**src/arp_cache_responder_macros.svh**
```systemverilog
// Assertion macros for the ARP cache responder; arpc_back includes them.
`ifndef ARP_CACHE_RESPONDER_MACROS_SVH
`define ARP_CACHE_RESPONDER_MACROS_SVH
`ifndef SYNTHESIS
`define ARPC_ASSERT(label, prop, msg) \
  label: assert property (@(posedge clk) disable iff (rst) (prop)) else $error(msg);
`define ARPC_ASSERT_RST(label, prop, msg) \
  label: assert property (@(posedge clk) (prop)) else $error(msg);
`else
`define ARPC_ASSERT(label, prop, msg)
`define ARPC_ASSERT_RST(label, prop, msg)
`endif
`endif

```
**src/arpc_pkg.sv**
```systemverilog
`default_nettype none
package arpc_pkg;

  localparam int CFG_IDX_W = 8;
  localparam int CFG_DATA_W = 48;

  localparam logic [CFG_IDX_W-1:0] CFG_OWN_IP = 8'd0;
  localparam logic [CFG_IDX_W-1:0] CFG_OWN_MAC = 8'd1;

  localparam logic [15:0] HW_ETHERNET = 16'h0001;
  localparam logic [15:0] PROTO_IPV4 = 16'h0800;
  localparam logic [15:0] OP_REQUEST = 16'h0001;
  localparam logic [31:0] OWN_IP_RESET = 32'hc0a8_00fe;

  typedef enum logic [1:0] {
    ACT_NONE,
    ACT_REFRESH,
    ACT_ADD,
    ACT_FULL
  } act_t;

  typedef enum logic [2:0] {
    BK_IDLE,
    BK_SCAN,
    BK_LAST,
    BK_WRITE,
    BK_FINISH
  } bk_state_t;

  typedef struct packed {
    logic        foreign;
    logic        for_us;
    logic        is_request;
    logic [47:0] sender_mac;
    logic [31:0] sender_ip;
  } arpc_item_t;

endpackage
`default_nettype wire

```
**src/arp_cache_responder.sv**
```systemverilog
`default_nettype none
// ARP responder with a small sender cache.
// Input channel (in_valid/in_ready) carries the decoded fields of one received
// ARP packet per item. Output channel (out_valid/out_ready) returns exactly one
// result item per input item, in order: reply flag, reply destination MAC and
// IP, and the cache action taken.
// The configuration channel (cfg_valid/cfg_ready, cfg_index, cfg_data) is
// always ready; index 0 writes own_ip from the low 32 bits, index 1 writes
// own_mac, other indexes are ignored. Write it only while the block is idle.
// An item is classified in a front stage and passes through a two-entry queue
// to the cache engine, which reads one table entry a cycle from a
// single-port memory. The engine takes one item at a time: it scans the whole
// table for an Ethernet/IPv4 item before it takes the next, while a foreign
// item skips the scan. The table scan sets the rate.
// Reset clears all cache valid bits at once and sets own_ip to 192.168.0.254
// and own_mac to zero. When the receiver stalls, the result is held in the
// output register, the queue and the front stage fill, and then in_ready falls.
module arp_cache_responder #(
  parameter int TABLE_ENTRIES = 16
) (
  input  wire logic                           clk,
  input  wire logic                           rst,
  input  wire logic                           cfg_valid,
  output logic                                cfg_ready,
  input  wire logic [arpc_pkg::CFG_IDX_W-1:0] cfg_index,
  input  wire logic [arpc_pkg::CFG_DATA_W-1:0] cfg_data,
  input  wire logic                           in_valid,
  output logic                                in_ready,
  input  wire logic [15:0]                    hardware_type,
  input  wire logic [15:0]                    protocol_type,
  input  wire logic [15:0]                    opcode,
  input  wire logic [47:0]                    sender_mac,
  input  wire logic [31:0]                    sender_ip,
  input  wire logic [31:0]                    target_ip,
  output logic                                out_valid,
  input  wire logic                           out_ready,
  output logic                                send_reply,
  output logic [47:0]                         reply_dst_mac,
  output logic [31:0]                         reply_dst_ip,
  output logic [1:0]                          cache_action
);
  import arpc_pkg::*;

  logic       fr_valid;
  logic       fr_ready;
  arpc_item_t fr_item;
  logic       q_valid;
  logic       q_pop;
  arpc_item_t q_item;

  arpc_front u_front (
    .clk           (clk),
    .rst           (rst),
    .cfg_valid     (cfg_valid),
    .cfg_ready     (cfg_ready),
    .cfg_index     (cfg_index),
    .cfg_data      (cfg_data),
    .in_valid      (in_valid),
    .in_ready      (in_ready),
    .hardware_type (hardware_type),
    .protocol_type (protocol_type),
    .opcode        (opcode),
    .sender_mac    (sender_mac),
    .sender_ip     (sender_ip),
    .target_ip     (target_ip),
    .item_valid    (fr_valid),
    .item_ready    (fr_ready),
    .item          (fr_item)
  );

  arpc_queue u_queue (
    .clk        (clk),
    .rst        (rst),
    .push_valid (fr_valid),
    .push_ready (fr_ready),
    .push_item  (fr_item),
    .pop_valid  (q_valid),
    .pop        (q_pop),
    .pop_item   (q_item)
  );

  arpc_back #(
    .TABLE_ENTRIES (TABLE_ENTRIES)
  ) u_back (
    .clk           (clk),
    .rst           (rst),
    .q_valid       (q_valid),
    .q_item        (q_item),
    .q_pop         (q_pop),
    .out_valid     (out_valid),
    .out_ready     (out_ready),
    .send_reply    (send_reply),
    .reply_dst_mac (reply_dst_mac),
    .reply_dst_ip  (reply_dst_ip),
    .cache_action  (cache_action)
  );

endmodule
`default_nettype wire

```
**src/arpc_front.sv**
```systemverilog
`default_nettype none
module arpc_front (
  input  wire logic                           clk,
  input  wire logic                           rst,
  input  wire logic                           cfg_valid,
  output logic                                cfg_ready,
  input  wire logic [arpc_pkg::CFG_IDX_W-1:0] cfg_index,
  input  wire logic [arpc_pkg::CFG_DATA_W-1:0] cfg_data,
  input  wire logic                           in_valid,
  output logic                                in_ready,
  input  wire logic [15:0]                    hardware_type,
  input  wire logic [15:0]                    protocol_type,
  input  wire logic [15:0]                    opcode,
  input  wire logic [47:0]                    sender_mac,
  input  wire logic [31:0]                    sender_ip,
  input  wire logic [31:0]                    target_ip,
  output logic                                item_valid,
  input  wire logic                           item_ready,
  output arpc_pkg::arpc_item_t                item
);
  import arpc_pkg::*;

  logic        own_ip_en;
  logic        own_mac_en;
  logic [31:0] own_ip;
  logic [47:0] own_mac;
  logic        stage_valid;
  arpc_item_t  stage;
  arpc_item_t  stage_next;

  // The own MAC register is held here; nothing in this module reads it.
  assign cfg_ready  = 1'b1;
  assign own_ip_en  = cfg_valid && (cfg_index == CFG_OWN_IP);
  assign own_mac_en = cfg_valid && (cfg_index == CFG_OWN_MAC);

  always_ff @(posedge clk) begin
    if (rst) begin
      own_ip  <= OWN_IP_RESET;
      own_mac <= '0;
    end else begin
      if (own_ip_en) begin
        own_ip <= cfg_data[31:0];
      end
      if (own_mac_en) begin
        own_mac <= cfg_data[47:0];
      end
    end
  end

  always_comb begin
    stage_next.foreign    = !((hardware_type == HW_ETHERNET) &&
                              (protocol_type == PROTO_IPV4));
    stage_next.for_us     = (target_ip == own_ip);
    stage_next.is_request = (opcode == OP_REQUEST);
    stage_next.sender_mac = sender_mac;
    stage_next.sender_ip  = sender_ip;
  end

  assign in_ready   = !stage_valid || item_ready;
  assign item_valid = stage_valid;
  assign item       = stage;

  always_ff @(posedge clk) begin
    if (rst) begin
      stage_valid <= 1'b0;
    end else if (in_valid && in_ready) begin
      stage_valid <= 1'b1;
    end else if (item_ready) begin
      stage_valid <= 1'b0;
    end
  end

  always_ff @(posedge clk) begin
    if (in_valid && in_ready) begin
      stage <= stage_next;
    end
  end

endmodule
`default_nettype wire

```
**src/arpc_queue.sv**
```systemverilog
`default_nettype none
module arpc_queue (
  input  wire logic           clk,
  input  wire logic           rst,
  input  wire logic           push_valid,
  output logic                push_ready,
  input  wire arpc_pkg::arpc_item_t push_item,
  output logic                pop_valid,
  input  wire logic           pop,
  output arpc_pkg::arpc_item_t pop_item
);
  import arpc_pkg::*;

  arpc_item_t  slot [2];
  logic        wr_ptr;
  logic        rd_ptr;
  logic [1:0]  count;
  logic        do_push;
  logic        do_pop;

  assign push_ready = (count != 2'd2);
  assign pop_valid  = (count != 2'd0);
  assign pop_item   = slot[rd_ptr];
  assign do_push    = push_valid && push_ready;
  assign do_pop     = pop && pop_valid;

  always_ff @(posedge clk) begin
    if (rst) begin
      wr_ptr <= 1'b0;
      rd_ptr <= 1'b0;
      count  <= 2'd0;
    end else begin
      if (do_push) begin
        wr_ptr <= !wr_ptr;
      end
      if (do_pop) begin
        rd_ptr <= !rd_ptr;
      end
      if (do_push && !do_pop) begin
        count <= count + 2'd1;
      end else if (do_pop && !do_push) begin
        count <= count - 2'd1;
      end
    end
  end

  always_ff @(posedge clk) begin
    if (do_push) begin
      slot[wr_ptr] <= push_item;
    end
  end

endmodule
`default_nettype wire

```
**src/arpc_back.sv**
```systemverilog
`default_nettype none
`include "arp_cache_responder_macros.svh"
module arpc_back #(
  parameter int TABLE_ENTRIES = 16
) (
  input  wire logic           clk,
  input  wire logic           rst,
  input  wire logic           q_valid,
  input  wire arpc_pkg::arpc_item_t q_item,
  output logic                q_pop,
  output logic                out_valid,
  input  wire logic           out_ready,
  output logic                send_reply,
  output logic [47:0]         reply_dst_mac,
  output logic [31:0]         reply_dst_ip,
  output logic [1:0]          cache_action
);
  import arpc_pkg::*;

  localparam int IW = (TABLE_ENTRIES > 1) ? $clog2(TABLE_ENTRIES) : 1;
  localparam logic [IW-1:0] LAST_IDX = IW'(TABLE_ENTRIES - 1);

  bk_state_t                state;
  bk_state_t                state_next;
  logic [IW-1:0]            scan_idx;
  logic [IW-1:0]            cmp_idx;
  logic                     cmp_vld;
  logic [31:0]              rd_ip;
  logic                     hit_found;
  logic [IW-1:0]            hit_idx;
  logic                     free_found;
  logic [IW-1:0]            free_idx;
  logic [TABLE_ENTRIES-1:0] valid;
  logic [31:0]              entry_ip [TABLE_ENTRIES];
  logic [47:0]              entry_mac [TABLE_ENTRIES];
  act_t                     act;
  act_t                     act_calc;
  logic                     ip_we;
  logic                     mac_we;
  logic [IW-1:0]            wr_idx;
  logic                     out_load;
  logic                     reply_next;

  assign out_load   = !out_valid || out_ready;
  assign reply_next = !q_item.foreign && q_item.for_us && q_item.is_request;

  always_comb begin
    if (hit_found) begin
      act_calc = ACT_REFRESH;
    end else if (q_item.for_us) begin
      act_calc = free_found ? ACT_ADD : ACT_FULL;
    end else begin
      act_calc = ACT_NONE;
    end
  end

  always_ff @(posedge clk) begin
    if (rst) begin
      state <= BK_IDLE;
    end else begin
      state <= state_next;
    end
  end

  always_comb begin
    state_next = state;
    q_pop      = 1'b0;
    ip_we      = 1'b0;
    mac_we     = 1'b0;
    wr_idx     = hit_found ? hit_idx : free_idx;
    case (state)
      BK_IDLE: begin
        if (q_valid) begin
          state_next = q_item.foreign ? BK_FINISH : BK_SCAN;
        end
      end
      BK_SCAN: begin
        if (scan_idx == LAST_IDX) begin
          state_next = BK_LAST;
        end
      end
      BK_LAST: begin
        state_next = BK_WRITE;
      end
      BK_WRITE: begin
        mac_we     = (act_calc == ACT_REFRESH) || (act_calc == ACT_ADD);
        ip_we      = (act_calc == ACT_ADD);
        state_next = BK_FINISH;
      end
      BK_FINISH: begin
        if (out_load) begin
          q_pop      = 1'b1;
          state_next = BK_IDLE;
        end
      end
      default: begin
        state_next = BK_IDLE;
      end
    endcase
  end

  always_ff @(posedge clk) begin
    if (rst) begin
      scan_idx   <= '0;
      cmp_vld    <= 1'b0;
      hit_found  <= 1'b0;
      free_found <= 1'b0;
      valid      <= '0;
      act        <= ACT_NONE;
    end else begin
      cmp_vld <= (state == BK_SCAN);
      if (state == BK_IDLE) begin
        scan_idx   <= '0;
        hit_found  <= 1'b0;
        free_found <= 1'b0;
        act        <= ACT_NONE;
      end else if ((state == BK_SCAN) && (scan_idx != LAST_IDX)) begin
        scan_idx <= scan_idx + IW'(1);
      end
      if (cmp_vld) begin
        if (valid[cmp_idx] && (rd_ip == q_item.sender_ip) && !hit_found) begin
          hit_found <= 1'b1;
        end
        if (!valid[cmp_idx] && !free_found) begin
          free_found <= 1'b1;
        end
      end
      if (state == BK_WRITE) begin
        act <= act_calc;
      end
      if (ip_we) begin
        valid[wr_idx] <= 1'b1;
      end
    end
  end

  always_ff @(posedge clk) begin
    cmp_idx <= scan_idx;
    if (cmp_vld && valid[cmp_idx] && (rd_ip == q_item.sender_ip) && !hit_found) begin
      hit_idx <= cmp_idx;
    end
    if (cmp_vld && !valid[cmp_idx] && !free_found) begin
      free_idx <= cmp_idx;
    end
  end

  always_ff @(posedge clk) begin
    rd_ip <= entry_ip[scan_idx];
    if (ip_we) begin
      entry_ip[wr_idx] <= q_item.sender_ip;
    end
    if (mac_we) begin
      entry_mac[wr_idx] <= q_item.sender_mac;
    end
  end

  always_ff @(posedge clk) begin
    if (rst) begin
      out_valid <= 1'b0;
    end else if (q_pop) begin
      out_valid <= 1'b1;
    end else if (out_ready) begin
      out_valid <= 1'b0;
    end
  end

  always_ff @(posedge clk) begin
    if (q_pop) begin
      send_reply    <= reply_next;
      reply_dst_mac <= reply_next ? q_item.sender_mac : 48'd0;
      reply_dst_ip  <= reply_next ? q_item.sender_ip : 32'd0;
      cache_action  <= act;
    end
  end

  `ARPC_ASSERT(a_write_in_write_state, (ip_we || mac_we) |-> (state == BK_WRITE), "table write outside the update step")
  `ARPC_ASSERT(a_add_sets_one_valid, ip_we |=> ($countones(valid) == $past($countones(valid)) + 1), "an added entry did not set exactly one valid bit")
  `ARPC_ASSERT(a_pop_needs_item, q_pop |-> q_valid, "queue popped while empty")
  `ARPC_ASSERT_RST(a_valid_clear_after_reset, $past(rst) |-> (valid == '0), "cache valid bits not cleared by reset")

endmodule
`default_nettype wire

```
**config.mk**
```make
export PLATFORM = sky130hd
export DESIGN_NAME = arp_cache_responder
export DESIGN_NICKNAME = d
export VERILOG_FILES = /design/src/arpc_pkg.sv /design/src/arp_cache_responder.sv /design/src/arpc_front.sv /design/src/arpc_queue.sv /design/src/arpc_back.sv
export VERILOG_INCLUDE_DIRS = /design/src /design/src/src
export SDC_FILE = /design/constraint.sdc
export NUM_CORES = 1
export LEC_CHECK = 0
export BUFFER_PORTS_ARGS = -buffer_cell sky130_fd_sc_hd__buf_2
export CAP_MARGIN = 30
export CORE_ASPECT_RATIO = 0.75
export CORE_UTILIZATION = 25
export DETAILED_ROUTE_END_ITERATION = 6
export GPL_TIMING_DRIVEN = 1
export PLACE_DENSITY = 0.43
export REMOVE_ABC_BUFFERS = 1
export SETUP_SLACK_MARGIN = 0.1
export SLEW_MARGIN = 30
export SYNTH_ARGS = -nofsm -noshare
export SYNTH_HDL_FRONTEND = slang
export SYNTH_HIERARCHICAL = 1
export SYNTH_SLANG_ARGS = --single-unit
```
**constraint.sdc**
```tcl
create_clock -name clk -period 8.85 [get_ports clk]
set_input_delay 1.3275 -clock clk [delete_from_list [all_inputs] [get_ports clk]]
set_output_delay 1.3275 -clock clk [all_outputs]
set_load 0.03 [all_outputs]
```
======== Word-level counts from Yosys, hierarchy flattened ========
Memory sizes are Yosys's and may differ from the RTL's. A register that Yosys moved wholly into a read port is not among the register bits.
Cells that the tools add are included.
word-level totals
  register bits ........................... 244
  RAM bits ................................ 678
  bits of input ports ..................... 221
  output and inout port bits .............. 86
  memories ................................ 2
memory list
  name             words  width  read ports  clocked after Yosys merged registers in  wr ports  RTL line          text
  u_back.entry_ip  16     32     1           1                                        1         arpc_back.sv:34   logic [31:0] entry_ip [TABLE_ENTRIES];
  u_queue.slot     2      83     1           1                                        1         arpc_queue.sv:14  arpc_item_t slot [2];
cells by class
  $add $sub $neg .......................... 3
  order comparisons ....................... 3
  equal/unequal tests ..................... 16
  multiplexer cells ....................... 36
  bitwise gates (word level) .............. 1
  reduce and logical (&&, ||, !) cells .... 41
operator list
  operator                                                                  number
  32-bit equality test                                                      2
  16-bit by 1-bit equality test with 1-bit output (second input constant)   2
  1-bit 2-to-1 mux                                                          22
  1-bit logical AND                                                         19
  16-bit by 12-bit equality test with 1-bit output (second input constant)  1
  16-bit bitwise OR                                                         1
  3-bit case mux with 5 select lines                                        1
  2-bit 2-to-1 mux                                                          6
  3-bit 2-to-1 mux                                                          4
  1-bit logical NOT                                                         11
  4-bit by 5-bit < comparator with 1-bit output (second input constant)     2
  2-bit nonzero test                                                        5
  8-bit logical NOT                                                         1
  3-bit by 2-bit equality test with 1-bit output (second input constant)    2
  4-bit by 1-bit adder with 4-bit output (second input constant)            1
  1-bit binary-select mux with 4-bit select                                 1
  1-bit demux with 4-bit select                                             1
  4-bit equality test (second input constant)                               1
  4-bit by 1-bit >= comparator with 1-bit output (second input constant)    1
  4-bit 2-to-1 mux                                                          1
  2-bit by 1-bit inequality test with 1-bit output (second input constant)  2
  2-bit inequality test (second input constant)                             2
  4-bit inequality test (second input constant)                             1
  3-bit by 1-bit equality test with 1-bit output (second input constant)    1
  8 further kinds                                                           9

======== Longest topological paths before layout ========
Gate-level depths: netlist of the first run.
  depth in word-level cells ............... 8
  gate-level depth with buffers ........... 8
  mapped depth without buffers ............ 7

======== Cells and area by module ========
Netlist of the first run, hierarchy kept.
by module, submodules not included
  module      instances  cells an instance  area each (µm²)
  arpc_back   1          1,115              24,817.6
  arpc_queue  1          282                6,233.5
  arpc_front  1          291                4,219.0

======== Worst setup path after synthesis of the first run ========
OpenSTA, ideal clock, no wires.
  path type ............................... in2reg
  start ................................... input port out_ready
  end ..................................... register u_queue.count[1]
  setup time .............................. 70 ps
  arrival ................................. 4,892 ps
  setup slack ............................. 3,888 ps
  cell stages on the path ................. 6
  path through ............................ nand2b_1 > and3_1 > o21ai_0 > ha_1 > or3_1 > a21oi_1
between the ends
  longest elaborated chain between the ends .. 7
  elaborated cells on any way between the ends .. 9
  those cells by class .................... mux: 3; reduce/logical: 6
ends and longest elaborated chain
  what                                                    RTL line                   text
  start, declared                                         arp_cache_responder.sv:36  input wire logic out_ready,
  1-bit logical OR (*)                                    arpc_back.sv:44            assign out_load = !out_valid || out_ready;
  1-bit 2-to-1 mux (*)                                    arpc_back.sv:91            if (out_load) begin
  1-bit 2-to-1 mux (*)                                    arpc_back.sv:71            case (state)
  net q_pop                                               arp_cache_responder.sv:48  logic q_pop;
  1-bit logical AND (*)                                   arpc_queue.sv:25           assign do_pop = pop && pop_valid;
  1-bit logical NOT                                       arpc_queue.sv:39           if (do_push && !do_pop) begin
  1-bit logical AND                                       arpc_queue.sv:39
  2-bit 2-to-1 mux or 2-bit nonzero test (tied branches)  n/a
  end signal, assigned                                    arpc_queue.sv:40           count <= count + 2'd1;
  end signal, assigned                                    arpc_queue.sv:42           count <= count - 2'd1;
  end, declared                                           arpc_queue.sv:17           logic [1:0] count;
Mark *: on every way through the listed nets, which the timed path passes. The rest lies on a longest branch.
A chain may end at the register's enable or synchronous reset.

==> impl_metrics.ini, run 1 <==
[floorplanning]
start_util = 0.254
core_um2 = 139000
die_w_um = 436
row_count = 118
die_y_um = 327
dieArea_um2 = 143000
ios = 307

[yosys]
syn_area_um2 = 35300
ys_top_cells_by_count = edfxtp_1 (850), mux4_2 (164), dfxtp_1 (103)
synth_cells = 1688
netlist_top_cells_area = edfxtp_1 (72%), mux4_2 (10%), dfxtp_1 (5.8%)
synth_seq_cells = 953
synth_most_common_cell = edfxtp_1
ys.flop_type = edfxtp_1
yosysTopAreaCell = edfxtp_1
ys_warn_count = 6
yosysTopAreaCellShare = 0.724
synth_cell_types = 49
synth-edff-count = 850
synth-async-reset-ratio = 0
ys_seq_area_frac = 0.782
avgSynthCellArea_um2 = 20.9

[timing]
slew_viol_final = 0
final_hold_viol_count = 0
setup_tns_ns = 0
holdWs_ns = 0.431
rsz0062_at_grt = false
min_period_ns = 3.62
setup_slack_ns = 5.23
finClkSkew_ns = 0.0196
setup_violations = 0
fin_crit_sh = 0.409
tightest_slew_ns = 1.02
max_slew_margin = 0.323
fmaxAchievable_mhz = 277

[detailed_routing]
routed_wl_mm = 82.7
firstDrtPassIters = 7
viasPerCell = 4.21
drt_iter0_markers = 1052
antenna_left = 0
vias = 16800
wl_per_cell_um = 20.7
drc = 0

[setup_path]
cp.required_ns = 9.23
worstSetupPathType = flip-flop to flip-flop
critPathMaxFanout = 33
critPathArrivalTime_ns = 4.00
setup.worst_path.start_class = flip-flop
endpoint_kind = flip-flop

[clock_network]
h-tree-depth = 3
clockBufferDepth = 3
cts_hold_buf = 0
clk_pin_slew_worst_paths_ns = 0.06
post-cts-setup-buffers = 0
post_cts_resized = 0
clk_root_buffer_cell = clkbuf_16
cts_tree = built
numCtsBuffers = 102
clk_latency_ns = 0.70
clock-sinks = 953

[grt]
antenna_found_initial = 3
grtUsageTotal = 0.116
grt_max_degree = 62
globalRouteOverflowTotal = 0
grt_pass1_vias = 18400
grt_pass1_wl_mm = 122

[finish]
post-route-cell-area_um2 = 42400
num-fill-cells = 13600
final_layout_size_suffix_gt1_frac = 0.358
syn_to_final_growth_pct = 20.3
final_nets = 2268

[job]
maxCapViolCount = 0

[power]
p_sw_frac = 0.243
combPwrFrac = 0.089
leakage_nw = 13.6
p_int_mw = 8.05
power_switching_mw = 2.58
vdd_drop_max_mv = 0.139
p_per_area_nw_per_um2 = 251
clockPowerShare = 0.406
pwr-share-seq = 0.505

[place]
port_buffers = 289
pre_cts_ws_ns = 5.05
globalplace.congestion = 0.755
dpl_cell_area_um2 = 39000
hpwl_mm = 45.8

[outcome]
status = complete, no violations

[min_path]
hp-class = flip-flop to flip-flop
critical path, stage by stage (launching register included):
cell and delay (ns):
dfxtp_4 0.73, buf_4 0.58, buf_4 0.44, mux2_2 0.52, xnor2_1 0.23, nand4_1 0.17
nor4_1 0.23, and4_1 0.34
layout make-up:
| type | instances | area, um2 | area share |
|---|---|---|---|
| Sequential cell | 953 | 27600 | 0.650 |
| Inverter | 10 | 40.0 | 0.000944 |
| Clock inverter | 42 | 493 | 0.0116 |
| Timing Repair Buffer | 324 | 1730 | 0.0409 |
| Clock buffer | 151 | 2900 | 0.0684 |
| Antenna cell | 1 | 2.50 | 0.0000590 |
| Multi-Input combinational cell | 654 | 7330 | 0.173 |
| Tap cell | 1860 | 2330 | 0.0548 |
cells by family after synthesis:
logic type / Yosys count / synth area share
and+or+nand+nor: 268 / 0.0413
DFF: 953 / 0.782
other: 1 / 0.000106
muxes: 251 / 0.132
AOI/OAI and AO/OA: 63 / 0.0123
adders and majority gates: 2 / 0.000709
buffers and inverters: 81 / 0.0139
xor gates and xnor gates: 69 / 0.0171
worst paths after layout:
path	startpoint	to	slack, ns	depth (start not counted)
worst min register to register	u_front/item[24]$_DFFE_PP_	u_queue/slot[0][24]$_DFFE_PP_	0.43	0
worst min-delay path	u_front/item[24]$_DFFE_PP_	u_queue/slot[0][24]$_DFFE_PP_	0.43	0
worst max register to register	flip-flop	u_back/hit_idx[1]$_DFFE_PP_	5.23	7
worst max-delay path	flip-flop	u_back/hit_idx[1]$_DFFE_PP_	5.23	7
layout by cell type, fill, tap and decap left out, drive strengths merged, types with 13 or more instances in the layout:
| cell | n |
|---|---|
| nand3b | 13 |
| xnor2 | 30 |
| o21a | 18 |
| xor2 | 39 |
| inv | 16 |
| nor4 | 23 |
| clkinv | 22 |
| nand2 | 74 |
| and2 | 83 |
| clkbuf | 152 |
| nor2 | 28 |
| buf | 323 |
| mux2 | 83 |
| edfxtp | 850 |
| a21oi | 30 |
| dfxtp | 103 |
| mux4 | 164 |
per-stage QoR:
stage	power, mW	cells	util
global route	11.1	3994	0.305
floorplan	6.05	1617	-
finish	10.6	3995	0.305
CTS	10.8	3993	0.305
detailed placement	6.46	3800	0.281
global placement	6.43	3799	0.280
flip-flops by register name, summed over array words and instances, names as in the netlist, 16 cells and up, named ones only:
signal                cells
u_back/entry_ip         512
u_back/rd_ip             32
u_back/reply_dst_ip      32
u_back/reply_dst_mac     48
u_back/valid             16
u_front/item             83
u_front/own_ip           32
u_queue/slot            166
per-layer routing:
metal / vias to the layer above / GRT usage / routed length (um)
li1: 7482 / - / -
met1: 8819 / 0.156 / 37000
met2: 382 / 0.190 / 39400
met3: 123 / 0.0279 / 4460
met4: 0 / 0.0282 / 1800
met5: - / 0 / 0
power by group through the flow:
stage / Combinational (mW) / Clock [mW] / Sequential (mW)
2_1_floorplan: 0.346 / 0 / 5.70
3_3_place_gp: 0.966 / 0 / 5.46
3_5_place_dp: 0.989 / 0 / 5.47
4_1_cts: 0.992 / 4.48 / 5.37
5_1_grt: 1.04 / 4.64 / 5.39
6_report: 0.949 / 4.31 / 5.37
(Power assumes the default switching activity.)
==> inputs of run 2 (changes only) <==
- PLACE_DENSITY: 0.43 -> 0.44
- clock period: 8.85 -> 3.2 ns (I/O delays scaled with it)
==> impl_metrics.ini, run 2 (synthesized netlist as in run 1, its figures left out) <==
[outcome]
status = complete, no violations

[detailed_routing]
routed_wl_mm = 86.7
drt_iter0_markers = 1039
viasPerCell = 4.22
firstDrtPassIters = 5
drc = 0
antenna_left = 0
wl_per_cell_um = 20.9
vias = 17600

[power]
pwr-share-seq = 0.504
p_per_area_nw_per_um2 = 665
combPwrFrac = 0.099
p_sw_frac = 0.243
leakage_nw = 14.4
power_switching_mw = 7.15
vdd_drop_max_mv = 0.493
p_int_mw = 22.3
clockPowerShare = 0.397

[finish]
layout_commonest_cell = edfxtp_1
instances_no_fill = 4156
mostFrequentLayoutCells = edfxtp_1 (850), buf_2 (290), mux4_2 (164), dlygate4sd3_1 (112), clkbuf_16 (101)
antenna_cells = 0
syn_to_final_growth_pct = 25.6
regMostFlops = u_back/entry_ip
final_nets = 2433
final_layout_size_suffix_gt1_frac = 0.353
num-fill-cells = 13500
largest_reg_flops = 512

[setup_path]
cp.required_ns = 3.56
critPathCapture = u_back/entry_ip[8][29]$_DFFE_PP_
rrSetupSlack_ns = 0.32
worstSetupPathType = flip-flop to flip-flop
reg2reg_depth = 6
endpoint_kind = flip-flop
critPathMaxFanout = 22
reg2reg_to = u_back/entry_ip[8][29]$_DFFE_PP_
critPathArrivalTime_ns = 3.24
setup.worst_path.start_class = flip-flop

[timing]
fmaxAchievable_mhz = 348
rsz0062_at_grt = false
setup_violations = 0
fin_crit_sh = 0.899
finClkSkew_ns = 0.0160
slew_viol_final = 0
holdWs_ns = 0.0758
tightest_slew_ns = 0.968
setup_slack_ns = 0.325
min_period_ns = 2.88
max_slew_margin = 0.355
final_hold_viol_count = 0

[grt]
grtUsageTotal = 0.122
grt_pass1_vias = 19300
grt_pass1_wl_mm = 128
globalRouteOverflowTotal = 0
antenna_found_initial = 2
grt_max_degree = 84

[floorplanning]
core_um2 = 139000
die_y_um = 327
start_util = 0.254
dieArea_um2 = 143000
die_w_um = 436
row_count = 118
ios = 307

[place]
port_buffers = 289
pre_cts_ws_ns = 0.198
hpwl_mm = 49.2
globalplace.congestion = 0.770
dp_cells = 3856

[clock_network]
h-tree-depth = 3
numCtsBuffers = 99
clockBufferDepth = 3
clk_pin_slew_worst_paths_ns = 0.07
clk_root_buffer_cell = clkbuf_16
clk_latency_ns = 0.69
cts_tree = built
clock-sinks = 953

[job]
maxCapViolCount = 0

[min_path]
hp-class = primary input to flip-flop
run 2: cell types whose count changed in the layout (fill, tap and decap cells not counted), sizes merged:
cell         delta
clkinv         +15
inv             -4
bufinv          +2
diode           -1
dlygate4sd3   +112
buf            +57
clkinvlp        -2
clkbuf         -18
run 2: cell type report:
cell class / instances / area [um2] / area share
flip-flops and latches: 953 / 27600 / 0.623
multi-input cells: 654 / 7340 / 0.166
repair buffers: 492 / 3710 / 0.0837
clock buffers: 134 / 2730 / 0.0617
well taps: 1860 / 2330 / 0.0526
clock inverters: 53 / 541 / 0.0122
inverters: 10 / 40.0 / 0.000904
run 2: metrics by stage:
stage	utilization	power, mW	setup TNS, ns	cell area (um2)
global route	0.318	30.7	0	44300
CTS	0.318	30.0	0	44300
detailed placement	0.287	18.0	0	39900
floorplan	-	16.7	-1133.84	34800
global placement	0.286	18.0	0	39800
finish	0.318	29.4	0	44300
run 2: critical path: stages (launching register included):
cell,delay [ns]
dfxtp_4,0.62
mux2_2,0.29
inv_1,0.10
nor4_1,0.44
nand2_1,0.35
nor2_4,0.42
buf_12,0.30
run 2: power groups by stage:
stage          Clock [mW]  Sequential [mW]  Combinational [mW]
2_1_floorplan           0             15.8               0.958
3_3_place_gp            0             15.1                2.85
3_5_place_dp            0             15.1                2.92
4_1_cts              12.1             14.9                3.03
5_1_grt              12.6             14.9                3.18
6_report             11.7             14.8                2.92
run 2: timing repair:
item / CTS / global route
hold buffers: 112 / 0
buffers inserted: 0 / 0
endpoints found under the hold margin: 112 / 0
resized for setup: 0 / 1
endpoints found under the setup margin: 0 / 3
run 2: layer usage:
metal,routed length (um),vias to the layer above,part of all wire,GRT usage
met4,1850,2,0.021,0.0296
met3,3970,143,0.046,0.0269
met1,39700,9178,0.46,0.166
met2,41200,421,0.47,0.199
met5,11,-,0.00013,0
li1,-,7809,-,-
run 2: worst min path at each step:
| stage | from | endpoint | slack (ns) | cells past startpoint |
|---|---|---|---|---|
| after floorplan | u_front/item[0]$_DFFE_PP_ | u_queue/slot[0][0]$_DFFE_PP_ | 0.42 | 0 |
| after global placement | u_front/item[45]$_DFFE_PP_ | u_queue/slot[0][45]$_DFFE_PP_ | 0.42 | 0 |
| after detailed placement | u_front/item[11]$_DFFE_PP_ | u_queue/slot[1][11]$_DFFE_PP_ | 0.43 | 0 |
| after CTS | sender_ip[22] | u_front/item[22]$_DFFE_PP_ | 0.04 | 1 |
| after global routing | sender_ip[22] | u_front/item[22]$_DFFE_PP_ | 0.03 | 1 |
| final | sender_ip[22] | u_front/item[22]$_DFFE_PP_ | 0.08 | 1 |
==> inputs of run 3 (changes only) <==
- SYNTH_HIERARCHICAL: 1 -> default
==> impl_metrics.ini, run 3 <==
[finish]
mostFrequentLayoutCells = edfxtp_1 (851), buf_2 (289), mux4_2 (164), dlygate4sd3_1 (110), nor2_1 (102)
syn_to_final_growth_pct = 24.5
multi_input_area_um2 = 6950
final_layout_size_suffix_gt1_frac = 0.306
num-fill-cells = 13500
layout_commonest_cell = edfxtp_1
instances_no_fill = 4153
largest_reg_flops = 512
regMostFlops = u_back.entry_ip
final_nets = 2432
seq_area_um2 = 27600

[outcome]
status = complete, no violations

[place]
pre_cts_ws_ns = 0.196
port_buffers = 289
globalplace.congestion = 0.750
hpwl_mm = 45.7
dp_cells = 3861

[power]
vdd_drop_max_mv = 0.544
p_per_area_nw_per_um2 = 660
leakage_nw = 14.2

[timing]
rsz0062_at_grt = false
min_period_ns = 2.85
final_hold_viol_count = 0
finClkSkew_ns = 0.0223
tightest_slew_ns = 0.784
setup_violations = 0
max_slew_margin = 0.477
setup_slack_ns = 0.350
fin_crit_sh = 0.890
fmaxAchievable_mhz = 351
slew_viol_final = 0

[grt]
grt_pass1_wl_mm = 120
globalRouteOverflowTotal = 0
grt_pass1_vias = 18800
antenna_found_initial = 4
grt_max_degree = 84
grtUsageTotal = 0.115

[clock_network]
clockBufferDepth = 3
clock-sinks = 954
h-tree-depth = 3
clk_pin_slew_worst_paths_ns = 0.06
cts_tree = built
numCtsBuffers = 96
clk_root_buffer_cell = clkbuf_16
clk_latency_ns = 0.68

[detailed_routing]
drc = 0
antenna_left = 0
routed_wl_mm = 82.0
wl_per_cell_um = 19.7
viasPerCell = 4.15
firstDrtPassIters = 7
drt_iter0_markers = 993
vias = 17200

[setup_path]
worstSetupPathType = flip-flop to flip-flop
critPathMaxFanout = 19
critPathArrivalTime_ns = 3.23
setup.worst_path.start_class = flip-flop
endpoint_kind = flip-flop
cp.required_ns = 3.58

[yosys]
synth_most_common_cell = edfxtp_1
synth_seq_cells = 954
synth-edff-count = 851
ys.flop_type = edfxtp_1
synth_top_family_by_area = multiplexers
netlist_top_cells_area = edfxtp_1 (73%), mux4_2 (11%), dfxtp_1 (5.9%)
avgSynthCellArea_um2 = 20.3
synth-xor-area-share = 0.0178
yosysTopAreaCellShare = 0.730
ys_top_cells_by_count = edfxtp_1 (851), mux4_2 (164), nor2_1 (119)
ys_seq_area_frac = 0.789
synth_fa_ha_area_frac = 0.000715
synth.mux.area_fraction = 0.133
synth-async-reset-ratio = 0
synth_cells = 1722
yosysTopAreaCell = edfxtp_1
synth_cell_types = 48
ys_warn_count = 0
synth_simple_gate_area_frac = 0.0353
synth-compound-area-share = 0.0101
syn_area_um2 = 35000

[job]
maxCapViolCount = 0

[floorplanning]
row_count = 118
ios = 307
dieArea_um2 = 142000
die_y_um = 326
start_util = 0.253
core_um2 = 138000
die_w_um = 434

[min_path]
hp-class = primary input to flip-flop
-- run 3: cell count changes in the layout (fill, tap and decap cells not counted), moves of 7 or more --
cell,previous run,this run
mux2i_2,0,14
inv_1,8,37
nor2_4,17,1
nand3b_1,13,1
buf_4,54,32
and2_1,82,0
mux2_2,83,0
nor2_1,11,102
a21oi_1,20,27
nor2_2,0,16
mux2i_1,4,71
a21oi_2,10,0
nand3_1,2,12
-- run 3: logic make-up (layout without fill, tap and decap cells) --
logic type      count (synthesis)  count (layout)
flops                         954             954
mux                           251             251
xor+xnor                       71              71
fa+ha+maj                       2               2
simple gates                  273             273
compound gates                 56              56
buf+inv                       114             684
other cells                     1               2
-- run 3: where the power goes --
part,switching (mW),leakage (nW),internal [mW]
sequential,0.218,8.63,14.6
clock,4.77,1.50,6.31
combinational,2.00,4.04,0.824
total,7.00,14.2,21.8
-- run 3: critical path, cell delays in order (launching register included) --
cell and delay (ns):
dfxtp_4 0.38, buf_12 0.20, mux2i_1 0.37, xnor2_1 0.10
nor4_1 0.55, buf_4 0.21, nand4_1 0.30, nor3_2 0.25
buf_4 0.16
-- run 3: area by class of cell --
class,instances,area share
flip-flops and latches,954,0.634
repair buffers,463,0.0786
clock inverters,50,0.0111
inverters,40,0.00344
diodes,1,0.0000574
well taps,1860,0.0534
clock buffers,131,0.0600
multi-input cells,654,0.160
-- run 3: layer usage --
metal | up-vias | part of all wire | GRT usage
met4 | 6 | 0.022 | 0.0286
li1 | 7808 | - | -
met1 | 8966 | 0.43 | 0.145
met2 | 335 | 0.51 | 0.199
met5 | - | 0.00049 | 0
met3 | 129 | 0.038 | 0.0240
-- run 3: stage by stage --
step                utilization  total power [mW]  hold WS [ns]  area (um2)   TNS, ns
global placement          0.284              17.8         0.422       39400         0
global route              0.315              29.9        0.0184       43600         0
finish                    0.315              28.8        0.0561       43600         0
CTS                       0.315              29.3       0.00269       43600         0
detailed placement        0.284              17.9         0.431       39400         0
floorplan                     -              16.8         0.408       34700  -2394.61
-- run 3: what timing repair did --
item                                    4_1_cts  5_1_grt
hold buffers                                110        0
resized for setup                             0        1
endpoints found under the setup margin        0        3
buffers inserted                              0        0
hold endpoints to repair                    110        0
-- run 3: worst paths after layout --
kind / endpoint / slack [ns] / from / cells past startpoint
min reg2reg: u_queue.slot[0][67]$_DFFE_PP_ / 0.43 / u_front.item[67]$_DFFE_PP_ / 0
max: u_back.hit_idx[0]$_DFFE_PP_ / 0.35 / flip-flop / 8
max reg2reg: u_back.hit_idx[0]$_DFFE_PP_ / 0.35 / flip-flop / 8
min: u_front.item[30]$_DFFE_PP_ / 0.06 / sender_ip[30] / 1
